`config.mk`:
```
export PLATFORM = sky130hd
export DESIGN_NAME = date_add_days_unit
export DESIGN_NICKNAME = d
export VERILOG_FILES = /design/src/sv/dad_pkg.sv /design/src/sv/dad_ctrl.sv /design/src/sv/dad_datapath.sv /design/src/sv/date_add_days_unit.sv
export SDC_FILE = /design/constraint.sdc
export NUM_CORES = 1
export LEC_CHECK = 0
export ABC_CLOCK_PERIOD_IN_PS = 6480
export BUFFER_PORTS_ARGS = -buffer_cell sky130_fd_sc_hd__buf_4
export CORE_MARGIN = 10
export CORE_UTILIZATION = 38
export CTS_BUF_LIST = sky130_fd_sc_hd__clkbuf_16
export DETAILED_ROUTE_END_ITERATION = 6
export PLACE_DENSITY = 0.51
export SYNTH_ARGS = -nofsm -noshare
export SYNTH_HDL_FRONTEND = slang
export SYNTH_SLANG_ARGS = --single-unit
```
`constraint.sdc`:
```
create_clock -name clk -period 6.48 [get_ports clk]
set_clock_uncertainty 0.05 [all_clocks]
set_input_delay 1.296 -clock clk [delete_from_list [all_inputs] [get_ports clk]]
set_output_delay 1.296 -clock clk [all_outputs]
set_load 0.02 [all_outputs]
```
`src/sv/dad_pkg.sv`:
```
package dad_pkg;

  // calendar limits and field widths
  localparam int MAX_YEAR    = 9999;
  localparam int OFFSET_BITS = 16;
  localparam int DAY_W       = 5;
  localparam int MON_W       = 4;
  localparam int YEAR_W      = 14;
  localparam int STAT_W      = 2;

  // working day count: offset plus day of year, with sign
  localparam int T_W = OFFSET_BITS + 2;

  // reciprocal of 100 for 14-bit years: q = (y * RECIP_100) >> RECIP_SHIFT
  localparam int PROD_W      = 27;
  localparam int RECIP_SHIFT = 19;
  localparam logic [12:0] RECIP_100 = 13'd5243;

  typedef enum logic [STAT_W-1:0] {
    ST_OK       = 2'd0,
    ST_BAD_DATE = 2'd1,
    ST_RANGE    = 2'd2
  } status_t;

  typedef enum logic [2:0] {
    S_IDLE,
    S_MUL,
    S_RES,
    S_CHECK,
    S_YEAR,
    S_MONTH,
    S_DONE
  } state_t;

  // controller to datapath
  typedef struct packed {
    logic load;
    logic mul;
    logic res;
    logic check;
    logic yr_dec;
    logic yr_inc;
    logic mon_first;
    logic mon_step;
    logic err_date;
    logic err_range;
    logic out_load;
  } dp_cmd_t;

  // datapath to controller
  typedef struct packed {
    logic date_ok;
    logic t_neg;
    logic t_over;
    logic y_min;
    logic y_max;
    logic mon_more;
  } dp_stat_t;

  function automatic logic [4:0] month_len(input logic [MON_W-1:0] m, input logic leap);
    logic [4:0] len;
    case (m)
      4'd2:                   len = leap ? 5'd29 : 5'd28;
      4'd4, 4'd6, 4'd9, 4'd11: len = 5'd30;
      default:                len = 5'd31;
    endcase
    return len;
  endfunction

  // days in the months before month m of a common year
  function automatic logic [8:0] cum_days(input logic [MON_W-1:0] m);
    logic [8:0] c;
    case (m)
      4'd2:    c = 9'd31;
      4'd3:    c = 9'd59;
      4'd4:    c = 9'd90;
      4'd5:    c = 9'd120;
      4'd6:    c = 9'd151;
      4'd7:    c = 9'd181;
      4'd8:    c = 9'd212;
      4'd9:    c = 9'd243;
      4'd10:   c = 9'd273;
      4'd11:   c = 9'd304;
      4'd12:   c = 9'd334;
      default: c = 9'd0;
    endcase
    return c;
  endfunction

  function automatic logic [8:0] year_len(input logic leap);
    return leap ? 9'd366 : 9'd365;
  endfunction

endpackage

```
`src/sv/dad_ctrl.sv`:
```
module dad_ctrl (
  input  logic              clk,
  input  logic              rst_n,
  input  logic              in_tvalid,
  output logic              in_tready,
  output logic              out_tvalid,
  input  logic              out_tready,
  input  dad_pkg::dp_stat_t stat,
  output dad_pkg::dp_cmd_t  cmd
);

  dad_pkg::state_t state_r, state_nxt;
  logic            out_valid_r, out_valid_nxt;

  // state and output flag registers
  always_ff @(posedge clk) begin
    if (!rst_n) begin
      state_r     <= dad_pkg::S_IDLE;
      out_valid_r <= 1'b0;
    end else begin
      state_r     <= state_nxt;
      out_valid_r <= out_valid_nxt;
    end
  end

  assign in_tready  = (state_r == dad_pkg::S_IDLE);
  assign out_tvalid = out_valid_r;

  // next state and commands
  always_comb begin
    state_nxt = state_r;
    cmd       = '0;
    case (state_r)
      dad_pkg::S_IDLE: begin
        if (in_tvalid) begin
          cmd.load  = 1'b1;
          state_nxt = dad_pkg::S_MUL;
        end
      end
      dad_pkg::S_MUL: begin
        cmd.mul   = 1'b1;
        state_nxt = dad_pkg::S_RES;
      end
      dad_pkg::S_RES: begin
        cmd.res   = 1'b1;
        state_nxt = dad_pkg::S_CHECK;
      end
      dad_pkg::S_CHECK: begin
        if (stat.date_ok) begin
          cmd.check = 1'b1;
          state_nxt = dad_pkg::S_YEAR;
        end else begin
          cmd.err_date = 1'b1;
          state_nxt    = dad_pkg::S_DONE;
        end
      end
      dad_pkg::S_YEAR: begin
        if (stat.t_neg) begin
          if (stat.y_min) begin
            cmd.err_range = 1'b1;
            state_nxt     = dad_pkg::S_DONE;
          end else begin
            cmd.yr_dec = 1'b1;
          end
        end else if (stat.t_over) begin
          if (stat.y_max) begin
            cmd.err_range = 1'b1;
            state_nxt     = dad_pkg::S_DONE;
          end else begin
            cmd.yr_inc = 1'b1;
          end
        end else begin
          cmd.mon_first = 1'b1;
          state_nxt     = dad_pkg::S_MONTH;
        end
      end
      dad_pkg::S_MONTH: begin
        if (stat.mon_more) begin
          cmd.mon_step = 1'b1;
        end else begin
          state_nxt = dad_pkg::S_DONE;
        end
      end
      dad_pkg::S_DONE: begin
        if (!out_valid_r || out_tready) begin
          cmd.out_load = 1'b1;
          state_nxt    = dad_pkg::S_IDLE;
        end
      end
      default: state_nxt = dad_pkg::S_IDLE;
    endcase
  end

  // result flag: set on load, cleared when taken
  always_comb begin
    out_valid_nxt = out_valid_r;
    if (cmd.out_load) begin
      out_valid_nxt = 1'b1;
    end else if (out_tready) begin
      out_valid_nxt = 1'b0;
    end
  end

endmodule

```
`src/sv/dad_datapath.sv`:
```
module dad_datapath (
  input  logic                              clk,
  input  logic [dad_pkg::DAY_W-1:0]         start_day,
  input  logic [dad_pkg::MON_W-1:0]         start_month,
  input  logic [dad_pkg::YEAR_W-1:0]        start_year,
  input  logic signed [dad_pkg::OFFSET_BITS-1:0] day_offset,
  input  dad_pkg::dp_cmd_t                  cmd,
  output dad_pkg::dp_stat_t                 stat,
  output logic [dad_pkg::DAY_W-1:0]         result_day,
  output logic [dad_pkg::MON_W-1:0]         result_month,
  output logic [dad_pkg::YEAR_W-1:0]        result_year,
  output dad_pkg::status_t                  status
);

  localparam int T_W = dad_pkg::T_W;

  logic [dad_pkg::DAY_W-1:0]       day_r;
  logic [dad_pkg::MON_W-1:0]       mon_r;
  logic [dad_pkg::YEAR_W-1:0]      year_r;
  logic [dad_pkg::OFFSET_BITS-1:0] off_r;
  logic [dad_pkg::PROD_W-1:0]      prod_r;
  logic [6:0]                      r100_r;
  logic [1:0]                      q_r;
  logic [dad_pkg::YEAR_W-1:0]      y_r;
  logic [T_W-1:0]                  t_r;
  logic [dad_pkg::MON_W-1:0]       m_r;
  dad_pkg::status_t                status_r;
  logic [dad_pkg::DAY_W-1:0]       od_r;
  logic [dad_pkg::MON_W-1:0]       om_r;
  logic [dad_pkg::YEAR_W-1:0]      oy_r;
  dad_pkg::status_t                os_r;

  logic                            leap_cur, leap_dec;
  logic [dad_pkg::YEAR_W-1:0]      y_dec;
  logic [6:0]                      r_dec, r_inc;
  logic [1:0]                      q_dec, q_inc;
  logic [7:0]                      q_full;
  logic [dad_pkg::YEAR_W-1:0]      r_full;
  logic [4:0]                      mlen_start, mlen_cur;
  logic [8:0]                      doy;
  logic [T_W-1:0]                  off_ext, t_start;
  logic [8:0]                      ylen_cur, ylen_dec;

  // leap rule from year mod 4, mod 100 and quotient mod 4
  assign leap_cur = (y_r[1:0] == 2'd0) && ((r100_r != 7'd0) || (q_r == 2'd0));

  // residues of the year before and after
  assign y_dec = y_r - 1'b1;
  assign r_dec = (r100_r == 7'd0) ? 7'd99 : r100_r - 7'd1;
  assign q_dec = (r100_r == 7'd0) ? q_r - 2'd1 : q_r;
  assign r_inc = (r100_r == 7'd99) ? 7'd0 : r100_r + 7'd1;
  assign q_inc = (r100_r == 7'd99) ? q_r + 2'd1 : q_r;
  assign leap_dec = (y_dec[1:0] == 2'd0) && ((r_dec != 7'd0) || (q_dec == 2'd0));

  assign ylen_cur = dad_pkg::year_len(leap_cur);
  assign ylen_dec = dad_pkg::year_len(leap_dec);

  // quotient and remainder of the start year by 100
  assign q_full = prod_r[dad_pkg::PROD_W-1:dad_pkg::RECIP_SHIFT];
  assign r_full = year_r - dad_pkg::YEAR_W'(q_full * 7'd100);

  // start date check and day count from january 1
  assign mlen_start = dad_pkg::month_len(mon_r, leap_cur);
  assign doy = dad_pkg::cum_days(mon_r)
             + 9'((leap_cur && (mon_r > dad_pkg::MON_W'(2))) ? 1 : 0)
             + 9'(day_r) - 9'd1;
  assign off_ext = {{(T_W-dad_pkg::OFFSET_BITS){off_r[dad_pkg::OFFSET_BITS-1]}}, off_r};
  assign t_start = off_ext + T_W'(doy);

  assign mlen_cur = dad_pkg::month_len(m_r, leap_cur);

  always_comb begin
    stat.date_ok  = (mon_r inside {[4'd1:4'd12]})
                  && (y_r >= dad_pkg::YEAR_W'(1))
                  && (y_r <= dad_pkg::YEAR_W'(dad_pkg::MAX_YEAR))
                  && (day_r >= dad_pkg::DAY_W'(1))
                  && (day_r <= mlen_start);
    stat.t_neg    = t_r[T_W-1];
    stat.t_over   = !t_r[T_W-1] && (t_r >= T_W'(ylen_cur));
    stat.y_min    = (y_r == dad_pkg::YEAR_W'(1));
    stat.y_max    = (y_r == dad_pkg::YEAR_W'(dad_pkg::MAX_YEAR));
    stat.mon_more = (m_r < dad_pkg::MON_W'(12)) && (t_r >= T_W'(mlen_cur));
  end

  // capture and constant multiply
  always_ff @(posedge clk) begin
    if (cmd.load) begin
      day_r  <= start_day;
      mon_r  <= start_month;
      year_r <= start_year;
      off_r  <= day_offset;
    end
    if (cmd.mul) begin
      prod_r <= dad_pkg::PROD_W'(year_r) * dad_pkg::PROD_W'(dad_pkg::RECIP_100);
    end
  end

  // year walk, month walk and status
  always_ff @(posedge clk) begin
    if (cmd.load) begin
      y_r <= start_year;
    end
    if (cmd.res) begin
      r100_r <= r_full[6:0];
      q_r    <= q_full[1:0];
    end
    if (cmd.check) begin
      t_r      <= t_start;
      status_r <= dad_pkg::ST_OK;
    end
    if (cmd.err_date) begin
      status_r <= dad_pkg::ST_BAD_DATE;
    end
    if (cmd.err_range) begin
      status_r <= dad_pkg::ST_RANGE;
    end
    if (cmd.yr_dec) begin
      y_r    <= y_dec;
      r100_r <= r_dec;
      q_r    <= q_dec;
      t_r    <= t_r + T_W'(ylen_dec);
    end
    if (cmd.yr_inc) begin
      y_r    <= y_r + 1'b1;
      r100_r <= r_inc;
      q_r    <= q_inc;
      t_r    <= t_r - T_W'(ylen_cur);
    end
    if (cmd.mon_first) begin
      m_r <= dad_pkg::MON_W'(1);
    end
    if (cmd.mon_step) begin
      m_r <= m_r + 1'b1;
      t_r <= t_r - T_W'(mlen_cur);
    end
  end

  // result register, echoes the start date on error
  always_ff @(posedge clk) begin
    if (cmd.out_load) begin
      os_r <= status_r;
      if (status_r == dad_pkg::ST_OK) begin
        od_r <= t_r[dad_pkg::DAY_W-1:0] + 1'b1;
        om_r <= m_r;
        oy_r <= y_r;
      end else begin
        od_r <= day_r;
        om_r <= mon_r;
        oy_r <= year_r;
      end
    end
  end

  assign result_day   = od_r;
  assign result_month = om_r;
  assign result_year  = oy_r;
  assign status       = os_r;

endmodule

```
`src/sv/date_add_days_unit.sv`:
```
// Gregorian date adder: takes a start date and a signed day offset and returns the
// date that lies that many days away, carrying across month and year ends in both
// directions. An invalid start date gives status 1 and a result before year 1 or
// after year 9999 gives status 2; in both cases the start date comes back unchanged.
// One request is worked on at a time. After setup (capture, multiply, residue and
// check), the year walk takes one step for each year crossed (about |offset|/365, at
// most 90) and the month walk one step for each month stepped (at most 11); then the
// result register is loaded. A bad start date skips both walks.
// A finished result waits in the output register while the next request is taken.
module date_add_days_unit (
  input  logic        clk,
  input  logic        rst_n,
  input  logic        in_tvalid,
  output logic        in_tready,
  // start_day[4:0], start_month[8:5], start_year[22:9], day_offset[38:23], zero fill
  input  logic [39:0] in_tdata,
  output logic        out_tvalid,
  input  logic        out_tready,
  // result_day[4:0], result_month[8:5], result_year[22:9], zero fill
  output logic [23:0] out_tdata,
  // status[1:0]
  output logic [1:0]  out_tuser
);

  dad_pkg::dp_cmd_t             cmd;
  dad_pkg::dp_stat_t            stat;
  logic [dad_pkg::DAY_W-1:0]    result_day;
  logic [dad_pkg::MON_W-1:0]    result_month;
  logic [dad_pkg::YEAR_W-1:0]   result_year;
  dad_pkg::status_t             status;

  // sequencer
  dad_ctrl u_ctrl (
    .clk        (clk),
    .rst_n      (rst_n),
    .in_tvalid  (in_tvalid),
    .in_tready  (in_tready),
    .out_tvalid (out_tvalid),
    .out_tready (out_tready),
    .stat       (stat),
    .cmd        (cmd)
  );

  // date arithmetic
  dad_datapath u_dp (
    .clk          (clk),
    .start_day    (in_tdata[4:0]),
    .start_month  (in_tdata[8:5]),
    .start_year   (in_tdata[22:9]),
    .day_offset   (in_tdata[38:23]),
    .cmd          (cmd),
    .stat         (stat),
    .result_day   (result_day),
    .result_month (result_month),
    .result_year  (result_year),
    .status       (status)
  );

  assign out_tdata = {1'b0, result_year, result_month, result_day};
  assign out_tuser = status;

  // one request in flight at a time
  a_one_in_flight: assert property (@(posedge clk) disable iff (!rst_n)
    (in_tvalid && in_tready) |=> !in_tready)
    else $error("request accepted while another is in progress");

  // a good result is a proper calendar date
  a_ok_date: assert property (@(posedge clk) disable iff (!rst_n)
    (out_tvalid && (status == dad_pkg::ST_OK)) |->
      (result_month >= 4'd1) && (result_month <= 4'd12) && (result_day >= 5'd1)
      && (result_year >= 14'd1) && (result_year <= 14'(dad_pkg::MAX_YEAR)))
    else $error("result date out of range with ok status");

  // a result is loaded only on the way back to idle
  a_load_then_idle: assert property (@(posedge clk) disable iff (!rst_n)
    cmd.out_load |=> (in_tready && out_tvalid))
    else $error("result load not followed by idle with valid output");

endmodule
```
Yosys cells after proc, flatten, opt, wreduce, memory -nomap -nowiden
Memory sizes are Yosys's and may differ from the RTL's. A register that Yosys moved wholly into a read port is not among the register bits.
Index checks and enable logic that the tools add are counted.
{ "totals": {"mem_bits_ro": 144, "input_bits": 44, "register_bits": 142, "memories": 1, "out_inout_bits": 28} }
{ "op_classes": {"multipliers": 2, "reduce_logical": 34, "magnitude_cmp": 10, "addsub": 16, "muxes": 66, "n_eq_ne": 25} }
{ "memory_table": {"columns": ["memory", "words", "word_bits", "read_ports", "rd_ports_with_merged_regs", "write_ports", "line", "text"], "rows": [
  ["(name not given)", 16, 9, 1, 1, 0, "dad_pkg.sv:73", "case (m)"]
]} }
{ "op_table": {"columns": ["cell", "count"], "rows": [
  ["$mux W18", 4],
  ["$mux W14", 4],
  ["$mux W7", 5],
  ["$mul A14 B13 Y27 const B", 1],
  ["$mux W1", 26],
  ["$mux W3", 8],
  ["$mux W2", 11],
  ["$pmux W3 S7", 1],
  ["$pmux W5 S2", 2],
  ["$add A18 B9 Y18", 1],
  ["$ge A18 B5 Y1", 1],
  ["$ge A18 B9 Y1", 1],
  ["$sub A18 B5 Y18", 1],
  ["$sub A18 B9 Y18", 1],
  ["$add A16 B10 Y17", 1],
  ["$eq A4 B3 Y1 const B", 4],
  ["$eq A4 B4 Y1 const B", 4],
  ["$mux W4", 4],
  ["$add A14 B1 Y14 const B", 1],
  ["$eq A14 B1 Y1 const B", 1],
  ["$eq A14 B14 Y1 const B", 1],
  ["$ge A14 B1 Y1 const B", 1],
  ["$le A14 B14 Y1 const B", 1],
  ["$reduce_bool A7 Y1", 2],
  ["other kinds (40)", 66]
]} }

Longest topological paths before layout
{ "logic_depth": {"depth_word": 13, "mapped_depth": 26, "mapped_depth_nobuf": 25} }

By module
From an unflattened synthesis, not the netlist that was laid out.
{ "hier_totals": {"cells_unflattened": 1256, "area_unflattened_um2": 11995.3} }
{ "modules_own_cells": {"columns": ["mod", "area_per_inst_um2", "cells_each", "n_inst", "seq_area_each_um2"], "rows": [
  ["dad_datapath", 11628.7, 1204, 1, 3643.5],
  ["dad_ctrl", 355.3, 50, 1, 80.1],
  ["date_add_days_unit", 11.3, 2, 1, 0.0]
]} }

Least setup slack after synthesis
OpenSTA, ideal clock, no wires.
{ "synth_timing": {"path_kind": "flip-flop to flip-flop", "from": "register u_dp.r100_r[2]", "to": "register u_dp.t_r[17], data pin", "setup_time_ns": 0.269, "setup_slack_ns": 1.559, "arrival_ns": 4.602, "path_stages_with_launch": 26, "synth_period_minus_slack_ns": 4.921, "cell_sequence": "edfxtp_1 -> clkbuf_1 -> nor3_1 -> nand3b_1 -> or2_2 -> clkbuf_1 -> o21ai_1 -> a21o_1 -> ha_1 -> inv_1 -> ha_1 -> fa_1 -> a21oi_1 -> nor2_1 -> nor2_1 -> o21bai_1 -> a21oi_1 -> o21ai_0 -> xnor2_1 -> ha_1 -> o22ai_1 -> a31o_2 -> o211a_1 -> nor3_1 -> or3_1 -> o21ai_0"} }
{ "synth_between": {"elab_chain_cells": 13, "word_cells_on_any_way": 37} }
{ "synth_lines": {"columns": ["item", "line", "text"], "rows": [
  ["start, declared", "dad_datapath.sv:22", "logic [6:0] r100_r;"],
  ["start signal, assigned", "dad_datapath.sv:104", "r100_r <= r_full[6:0];"],
  ["start signal, assigned", "dad_datapath.sv:119", "r100_r <= r_dec;"],
  ["start signal, assigned", "dad_datapath.sv:125", "r100_r <= r_inc;"],
  ["$reduce_bool A7 Y1", "dad_datapath.sv:45", "assign leap_cur = (y_r[1:0] == 2'd0) && ((r100_r != 7'd0) || (q_r == 2'd0));"],
  ["$logic_or A1 B1 Y1", "dad_datapath.sv:45", null],
  ["$logic_and A1 B1 Y1", "dad_datapath.sv:45", null],
  ["$logic_and A1 B1 Y1", "dad_datapath.sv:65", "+ 9'((leap_cur && (mon_r > dad_pkg::MON_W'(2))) ? 1 : 0)"],
  ["$mux W1", "dad_datapath.sv:65", null],
  ["$add A9 B9 Y9", "dad_datapath.sv:65", null],
  ["$add A9 B5 Y9", "dad_datapath.sv:66", "+ 9'(day_r) - 9'd1;"],
  ["$sub A9 B1 Y9", "dad_datapath.sv:66", null],
  ["$add A16 B10 Y17", "dad_datapath.sv:68", "assign t_start = off_ext + T_W'(doy);"],
  ["$mux W18", "dad_datapath.sv:107", "if (cmd.check) begin"],
  ["$mux W18", "dad_datapath.sv:117", "if (cmd.yr_dec) begin"],
  ["$mux W18", "dad_datapath.sv:123", "if (cmd.yr_inc) begin"],
  ["$mux W18 *", "dad_datapath.sv:132", "if (cmd.mon_step) begin"],
  ["end signal, assigned", "dad_datapath.sv:108", "t_r <= t_start;"],
  ["end signal, assigned", "dad_datapath.sv:121", "t_r <= t_r + T_W'(ylen_dec);"],
  ["end signal, assigned", "dad_datapath.sv:134", "t_r <= t_r - T_W'(mlen_cur);"],
  ["end, declared", "dad_datapath.sv:25", "logic [T_W-1:0] t_r;"]
]} }
Every way passes the cells marked *; elsewhere a longest branch is shown, timed or not. The select of a mux whose other input is x is not followed.
A chain may end at the register's enable or synchronous reset.

Worst setup path in the final report
{ "layout_timing": {"from": "register u_dp.r100_r[2]", "to": "register u_dp.t_r[13], data pin"} }
The elaborated chain is that of the path after synthesis.

==> results.ini <==
[cts]
cts_tree=done
clk_pin_slew_worst_paths_ns=0.07
clk_latency_ns=0.43
htreeDepth=4
numCtsBuffers=17
root_buffer=clkbuf_16
cts_buffer_depth=2
post-cts-setup-buffer-count=0
cts_sinks=129
post_cts_resize_count=0
hold_buffers=0

[timing]
rsz0062_at_grt=false
finalCritPeriodShare_pct=88.0
worstMarginPinSlew_ns=0.929
finalSetupViolations=0
hold_violations=0
fin_tns_setup_ns=0
slew_headroom_pct=38.0
finalCriticalPeriod_ns=5.71
timing.fmax_mhz=175
slew_violations=0

[grt]
grt_pass1_vias=9198
antenna_found_initial=0
grt_max_degree=51
grt_usage_pct=16.1
grt_overflow_total=0
grt_pass1_wl_um=49500

[critical_path]
r2r_slack_ns=0.77
worstReg2RegEnd=u_dp.t_r[13]$_DFFE_PP_
endpoint_kind=flip-flop
r2r_start=u_dp.r100_r[2]$_DFFE_PP_
crit_required_ns=6.60
arrival_ns=5.83
worstSetupStartpointType=flip-flop
crit_type=reg2reg
rr_worst_depth=23
path_max_fanout=9

[detailed_routing]
vias_per_cell=5.31
wl_per_cell_um=18.3
vias=8889
drtIter0Drc=490
ant_nets=0
drtPass1Iterations=5
wl_um=30500
drc_errors=0

[floorplan]
row_count=64
die-area_um2=38200
io_pins=72
coreArea_um2=30500
die_w_um=196
die_h_um=196
start_util_pct=38.4

[yosys]
ys_seq_area_share_pct=31.8
yosysWarnings=0
syn_area_per_cell_um2=9.59
synth_edf_count=114
synth.distinct_cells=70
synth_top_area_share_pct=29.2
async_reset_ff_share_pct=0
syn-cell-area_um2=11700
ys_ff_latch=129
ys_dominant_reg_cell=edfxtp_1
syn_inst=1221
yosysTopAreaCell=edfxtp_1
synth_area_leaders=edfxtp_1 (29%), ha_1 (15%), fa_1 (12%)
syn-num-nets=1476

[placement]
place_congestion=0.822
place_hpwl_um=23600
port_buffers=69
dp.cells=1641

[outcome]
status=finished clean

[job]
cap_violations=0

[finish]
fin_nets=1519
diodes=0
post-route-util_pct=43.2
syn_to_final_growth_pct=12.6
fill_cells=3007
seq_area_um2=3720
layout.cells.non_filler=1673
drive_gt1_share_pct=10.6
multi_input_area_um2=7140

[hold_path]
worst_hold_path.endpoint=u_dp.status[1]$_DFFE_PP_
min_path_type=reg2reg
whs_path_depth=0
worstHoldStart=u_dp.status_r[1]$_SDFFE_PP1P_

-- worst max-delay path: stages (launching register included) --
cell and delay, ns:
edfxtp_1 0.53, nor3_1 0.42, nand3b_1 0.19, or2_2 0.37, o21ai_1 0.40, a21o_1 0.16
ha_1 0.12, inv_1 0.04, ha_1 0.19, fa_1 0.40, a21oi_1 0.17, nor2_1 0.05
nor2_1 0.15, o21bai_1 0.08, a21oi_1 0.23, o21ai_0 0.15, xnor2_1 0.23, ha_1 0.32
a21o_1 0.18, a41oi_1 0.48, nand2b_1 0.20, xnor2_1 0.06, o21ai_0 0.16, o22ai_1 0.10
-- per-stage QoR --
stage | hold slack (ns) | setup WS (ns) | instance area [um2]
3_5_place_dp | 0.436 | 0.778 | 12600
2_1_floorplan | 0.381 | 1.56 | 11700
6_report | 0.444 | 0.775 | 13200
4_1_cts | 0.452 | 0.757 | 13200
5_1_grt | 0.469 | 0.317 | 13200
3_3_place_gp | 0.422 | 0.861 | 12600
-- kinds of logic after synthesis --
kind of cell | Yosys count | synth area share, %
other | 1 | 0.0320
DFF | 129 | 31.8
xor gates and xnor gates | 74 | 5.53
adders and majority gates | 211 | 26.9
muxes | 9 | 0.812
and+or+nand+nor | 289 | 11.8
buffers and inverters | 222 | 7.32
AOI/OAI and AO/OA | 286 | 15.8
-- cells in the final DEF (no fill, tap or decap), types with 9 or more instances in the layout --
master | synthesis | layout
a21o_1 | 21 | 21
nor2_1 | 75 | 73
and3_1 | 9 | 9
o21ai_0 | 67 | 66
xnor2_1 | 45 | 45
nand4_1 | 9 | 9
clkbuf_16 | 0 | 19
a31oi_1 | 9 | 9
buf_4 | 1 | 81
inv_1 | 165 | 165
dfxtp_1 | 15 | 15
nor4_1 | 9 | 9
o22ai_1 | 22 | 22
edfxtp_1 | 114 | 114
nand3_1 | 31 | 30
nor3_1 | 16 | 16
xor2_1 | 29 | 29
fa_1 | 68 | 68
nor2b_1 | 9 | 9
ha_1 | 143 | 143
a21oi_1 | 74 | 74
nand2_1 | 92 | 92
a211oi_1 | 11 | 11
-- registers in the layout (all words and copies together) (netlist names), 3 cells and up, named ones only --
register and count:
u_dp.y_r 14, u_ctrl.state_r 3, u_dp.m_r 4, u_dp.t_r 18, u_dp.off_r 16, u_dp.day_r 5, u_dp.result_month 4, u_dp.mon_r 4
u_dp.prod_r 5, u_dp.r100_r 7, u_dp.result_day 5, u_dp.result_year 14, u_dp.year_r 14
-- synthesized netlist by cell type, drive strengths merged, types with 9 or more instances --
| cell | n |
|---|---|
| buf | 10 |
| a31oi | 9 |
| edfxtp | 114 |
| xnor2 | 45 |
| nor2b | 9 |
| o21ai | 68 |
| nand2 | 92 |
| xor2 | 29 |
| inv | 165 |
| nor2 | 75 |
| a21o | 21 |
| nand4 | 9 |
| nor4 | 10 |
| ha | 143 |
| and3 | 9 |
| nand3 | 31 |
| o22ai | 22 |
| dfxtp | 15 |
| a211oi | 11 |
| fa | 68 |
| a21oi | 74 |
| nor3 | 16 |
| clkbuf | 47 |
-- layer usage --
layer | vias to the layer above | wire, um | part of all wire (%) | GRT usage (%)
met5 | - | 0 | 0 | 0
met4 | 0 | 327 | 1.1 | 3.76
met1 | 4325 | 13900 | 45 | 20.4
met2 | 146 | 15400 | 50 | 28.1
met3 | 20 | 925 | 3.0 | 2.30
li1 | 4398 | - | - | -
-- worst max path at each step --
| stage | startpoint | endpoint | slack, ns | cells past startpoint |
|---|---|---|---|---|
| detailed placement | u_dp.r100_r[2]$_DFFE_PP_ | u_dp.t_r[13]$_DFFE_PP_ | 0.78 | 23 |
| floorplan | u_dp.r100_r[2]$_DFFE_PP_ | u_dp.t_r[17]$_DFFE_PP_ | 1.56 | 25 |
| global route | u_dp.r100_r[2]$_DFFE_PP_ | u_dp.t_r[13]$_DFFE_PP_ | 0.32 | 23 |
| finish | u_dp.r100_r[2]$_DFFE_PP_ | u_dp.t_r[13]$_DFFE_PP_ | 0.77 | 23 |
| global placement | u_dp.r100_r[2]$_DFFE_PP_ | u_dp.t_r[13]$_DFFE_PP_ | 0.86 | 23 |
| CTS | u_dp.r100_r[2]$_DFFE_PP_ | u_dp.t_r[13]$_DFFE_PP_ | 0.76 | 23 |
-- final cells by class --
cell class	instances	share of cell area (%)
flip-flops and latches	129	28.2
clock inverters	13	0.930
repair buffers	81	4.61
multi-input cells	870	54.2
well taps	396	3.76
inverters	165	4.70
clock buffers	19	3.61
Power is left out: the tool's default activity adds up to more than one toggle a clock period on the data nets, which glitch-free logic cannot reach.
